--- src/gcnp_pkg.sv ---
// shared types and constants of the core-number peeler
package gcnp_pkg;

    localparam int FIELD_W = 16;
    localparam int LEVEL_W = 10;

    typedef struct packed {
        logic [FIELD_W-1:0] end_a;
        logic [FIELD_W-1:0] end_b;
        logic               final_edge;
    } t_in_word;

    typedef struct packed {
        logic [FIELD_W-1:0] vertex_id;
        logic [LEVEL_W-1:0] core_number;
        logic [LEVEL_W-1:0] degeneracy;
        logic               capacity_overflow;
        logic               last_vertex;
    } t_out_word;

    // controller to datapath
    typedef struct packed {
        logic load;
        logic level_up;
        logic scan_start;
        logic scan;
        logic remove;
        logic emit_start;
        logic emit;
        logic clear;
    } t_cmd;

    // datapath to controller
    typedef struct packed {
        logic empty;
        logic scan_done;
        logic any_remove;
        logic all_gone;
        logic emit_last;
        logic out_free;
    } t_sts;

endpackage

--- src/gcnp_ctrl.sv ---
// sequencer: load, degree scans, removal steps, result emit, clear
module gcnp_ctrl (
    input  logic           i_clk,
    input  logic           i_rst_n,
    input  logic           i_in_valid,
    input  logic           i_in_final,
    output logic           o_in_ready,
    input  gcnp_pkg::t_sts i_sts,
    output gcnp_pkg::t_cmd o_cmd
);
    import gcnp_pkg::*;

    typedef enum logic [5:0] {
        S_LOAD   = 6'b000001,
        S_START  = 6'b000010,
        S_SCAN   = 6'b000100,
        S_REMOVE = 6'b001000,
        S_EMIT   = 6'b010000,
        S_CLEAR  = 6'b100000
    } t_state;

    t_state r_state, n_state;
    logic   accept;

    assign o_in_ready = (r_state == S_LOAD);
    assign accept     = i_in_valid && o_in_ready;

    always_comb begin
        n_state = r_state;
        o_cmd   = '0;
        unique case (r_state)
            S_LOAD: begin
                o_cmd.load = accept;
                if (accept && i_in_final) begin
                    n_state = S_START;
                end
            end
            S_START: begin
                if (i_sts.empty) begin
                    n_state = S_CLEAR;
                end else begin
                    o_cmd.level_up   = 1'b1;
                    o_cmd.scan_start = 1'b1;
                    n_state          = S_SCAN;
                end
            end
            S_SCAN: begin
                o_cmd.scan = 1'b1;
                if (i_sts.scan_done) begin
                    n_state = S_REMOVE;
                end
            end
            S_REMOVE: begin
                if (i_sts.any_remove) begin
                    o_cmd.remove     = 1'b1;
                    o_cmd.scan_start = 1'b1;
                    n_state          = S_SCAN;
                end else if (i_sts.all_gone) begin
                    o_cmd.emit_start = 1'b1;
                    n_state          = S_EMIT;
                end else begin
                    o_cmd.level_up   = 1'b1;
                    o_cmd.scan_start = 1'b1;
                    n_state          = S_SCAN;
                end
            end
            S_EMIT: begin
                if (i_sts.out_free) begin
                    o_cmd.emit = 1'b1;
                    if (i_sts.emit_last) begin
                        n_state = S_CLEAR;
                    end
                end
            end
            S_CLEAR: begin
                o_cmd.clear = 1'b1;
                n_state     = S_LOAD;
            end
            default: begin
                n_state = S_LOAD;
            end
        endcase
    end

    always_ff @(posedge i_clk) begin
        if (!i_rst_n) begin
            r_state <= S_LOAD;
        end else begin
            r_state <= n_state;
        end
    end
endmodule

--- config.mk ---
export PLATFORM = sky130hd
export DESIGN_NAME = gcnp_ctrl
export DESIGN_NICKNAME = d
export VERILOG_FILES = /design/src/gcnp_pkg.sv /design/src/gcnp_ctrl.sv
export SDC_FILE = /design/constraint.sdc
export NUM_CORES = 1
export LEC_CHECK = 0
export ABC_AREA = 0
export BUFFER_PORTS_ARGS = -buffer_cell sky130_fd_sc_hd__buf_2
export CORE_UTILIZATION = 25
export DETAILED_ROUTE_END_ITERATION = 16
export GPL_ROUTABILITY_DRIVEN = 1
export SETUP_SLACK_MARGIN = 0.2
export SYNTH_ARGS = -nofsm -noshare
export SYNTH_HDL_FRONTEND = slang
export SYNTH_SLANG_ARGS = --single-unit
--- constraint.sdc ---
create_clock -name i_clk -period 2.2 [get_ports i_clk]
set_input_delay 0.22 -clock i_clk [delete_from_list [all_inputs] [get_ports i_clk]]
set_output_delay 0.22 -clock i_clk [all_outputs]
set_load 0.005 [all_outputs]
==> results.toml <==
[status]
outcome = "finished clean"

[clocking]
path_clk_slew_ns = 0.05
clk_root_buffer_cell = "clkbuf_4"
cts_buffer_depth = 2
htreeDepth = 1
worstSkewPairLatency_ns = 0.25
cts.sinks = 6
cts_made_buffers = 3
cts_tree = "yes"

[global_routing]
use_met2_pct = 19.1
grt_max_degree = 9
grtUsageMet1_pct = 18.0
top_usage_layer = "met2"
grtUsageMet3_pct = 7.76
grt_usage_pct = 14.0
overflow = 0
grt_pass1_wl_mm = 1.85
antenna_found_initial = 0
grt_pass1_vias = 408

[sta]
skew_ns = 0.00531
fin_crit_sh_pct = 88.0
rsz0062_at_grt = "no"
worstMarginPinSlew_ns = 0.496
tns_ns = 0
finalSetupViolCount = 0
holdWs_ns = 0.233
period_needed_ns = 1.94
clock.fmax_mhz = 516
slew_violations = 0
slew-limit-headroom_pct = 66.7
finalHoldViolations = 0

[logic_synthesis]
avgSynthCellArea_sq_um = 8.10
netlist_instances = 51
yosysWarnings = 0
synth_area_sq_um = 413
synth-seq-area-share_pct = 29.1
ys_types = 28
synth-seq-cells = 6
synth.net_count = 61

[drt]
wl_mm = 1.06
wl_per_cell_um = 12.2
vias = 447
route.antenna.remaining_nets = 0
via_per_inst = 5.14
first_pass_iters = 4
drc = 0
drt-initial-drc-count = 9

[final_layout]
drive_gt1_share_pct = 40.8
syn_to_final_growth_pct = 34.2
diodes = 0
regMostFlops = "r_state"
nFillCells = 167
reg_top3 = "r_state (6)"
final_nets = 83
largest_reg_flops = 6
fin_area_sq_um = 554

[die]
ios = 19
coreArea_sq_um = 1520
num_rows = 14
dieArea_sq_um = 1820
start_util_pct = 27.1
die_w_um = 42.6
die_h_um = 42.6

[worst_setup_path]
r2r-start = "r_state[4]"
critPathMaxFanout = 7
cp-start-kind = "flip-flop"
cp.required_ns = 1.98
critPathCaptureType = "primary output"
cp.arrival_ns = 1.72
startpoint = "r_state[4]"
critPathKind = "reg -> out"

[run]
maxCapViolCount = 0

[pwr]
p_per_area_nw_per_um2 = 721
irDropWorstVdd_mv = 0.425
p_leak_nw = 0.255

[placed_design]
dpl_cell_area_sq_um = 514
port-buffer-count = 18
dp.final_hpwl_um = 764
place.gp.congestion = 0.823

[min_path]
hp-start = "i_rst_n"
hold_class = "in -> reg"
## timing repair
item | 4_1_cts | 5_1_grt
setup buffers | 0 | 1
pin swaps | 0 | 1
setup endpoints to repair | 2 | 2
gates resized for setup | 1 | 2
hold buffers | 0 | 0
## metal layers
metal	wire, um	vias to the layer above
li1	-	235
met1	544	195
met2	443	17
met3	76	0
met4	0	0
met5	0	-
## layout make-up
class,instances,area (sq um),share of cell area [%]
well taps,16,20.0,3.61
repair buffers,19,97.6,17.6
clock buffers,3,22.5,4.06
flip-flops and latches,6,121,21.9
inverters,1,3.75,0.677
multi-input cells,42,289,52.1
## path summary, 6_finish.rpt
| check | slack [ns] | cells past startpoint | end |
|---|---|---|---|
| hold reg to reg | 0.56 | 1 | r_state[0] |
| setup reg to reg | 0.53 | 4 | r_state[1] |
| hold / removal | 0.23 | 2 | r_state[4] |
| setup / recovery | 0.26 | 4 | o_cmd[5] |
## cells in the final DEF, fill, tap and decap left out, drive strengths merged
master / synthesis / layout
a211o: 1 / 1
a211oi: 1 / 1
a21bo: 1 / 1
and2: 2 / 2
and2b: 1 / 1
and3: 5 / 5
buf: 1 / 19
clkbuf: 1 / 3
dfxtp: 6 / 6
inv: 1 / 1
nand2: 2 / 2
nand2b: 4 / 4
nand4: 1 / 1
nor2: 3 / 3
nor2b: 1 / 1
nor3: 4 / 4
nor4: 3 / 3
nor4b: 1 / 1
o211ai: 1 / 1
o21a: 1 / 1
o21ai: 2 / 2
o31a: 1 / 1
o31ai: 2 / 2
or3: 2 / 2
or4: 2 / 2
xor2: 1 / 1
## cell usage after synthesis, drive strengths merged
master | n | area (sq um)
o31a | 1 | 8.76
or4 | 2 | 18.8
xor2 | 1 | 8.76
a21bo | 1 | 10.0
buf | 1 | 5.00
clkbuf | 1 | 3.75
and2 | 2 | 12.5
o211ai | 1 | 7.51
a211oi | 1 | 12.5
nor4 | 3 | 18.8
nor2b | 1 | 6.26
nand4 | 1 | 6.26
dfxtp | 6 | 120
and2b | 1 | 7.51
nor3 | 4 | 20.0
or3 | 2 | 12.5
o21ai | 2 | 10.0
nand2 | 2 | 7.51
nor4b | 1 | 8.76
o21a | 1 | 7.51
inv | 1 | 3.75
nor2 | 3 | 11.3
nand2b | 4 | 25.0
o31ai | 2 | 20.0
a211o | 1 | 8.76
and3 | 5 | 31.3
## cells by family (layout without fill, tap and decap cells)
kind of cell	Yosys count	count (layout)	share of synthesized area, %
AND/OR/NAND/NOR	31	31	45.2
AO/OA/AOI/OAI	10	10	20.6
flip-flops	6	6	29.1
buffers and inverters	3	23	3.03
XOR/XNOR	1	1	2.12
## metrics by stage
step | std cells | utilization (%) | worst slack [ns] | total power, W
after floorplan | 51 | - | 0.574 | 0.000248
after global placement | 83 | 33.7 | 0.442 | 0.000297
after detailed placement | 83 | 33.7 | 0.419 | 0.000293
after CTS | 86 | 35.5 | 0.219 | 0.000402
after global routing | 87 | 36.4 | 0.185 | 0.000433
final | 87 | 36.4 | 0.263 | 0.000399
## worst max-delay path, cell delays in order (launching register included)
cell     delay (ns)
dfxtp_1        0.37
or4_4          0.52
or3_4          0.38
o21ai_0        0.08
buf_2          0.13
## where the power goes
group / total [W] / leakage [nW] / switching, W / internal, W
logic: 0.000143 / 0.192 / 0.0000696 / 0.0000734
clock network: 0.000101 / 0.0138 / 0.0000394 / 0.0000617
registers: 0.000155 / 0.0493 / 0.0000315 / 0.000124
total: 0.000399 / 0.255 / 0.000141 / 0.000259
(Power assumes the default switching activity.)
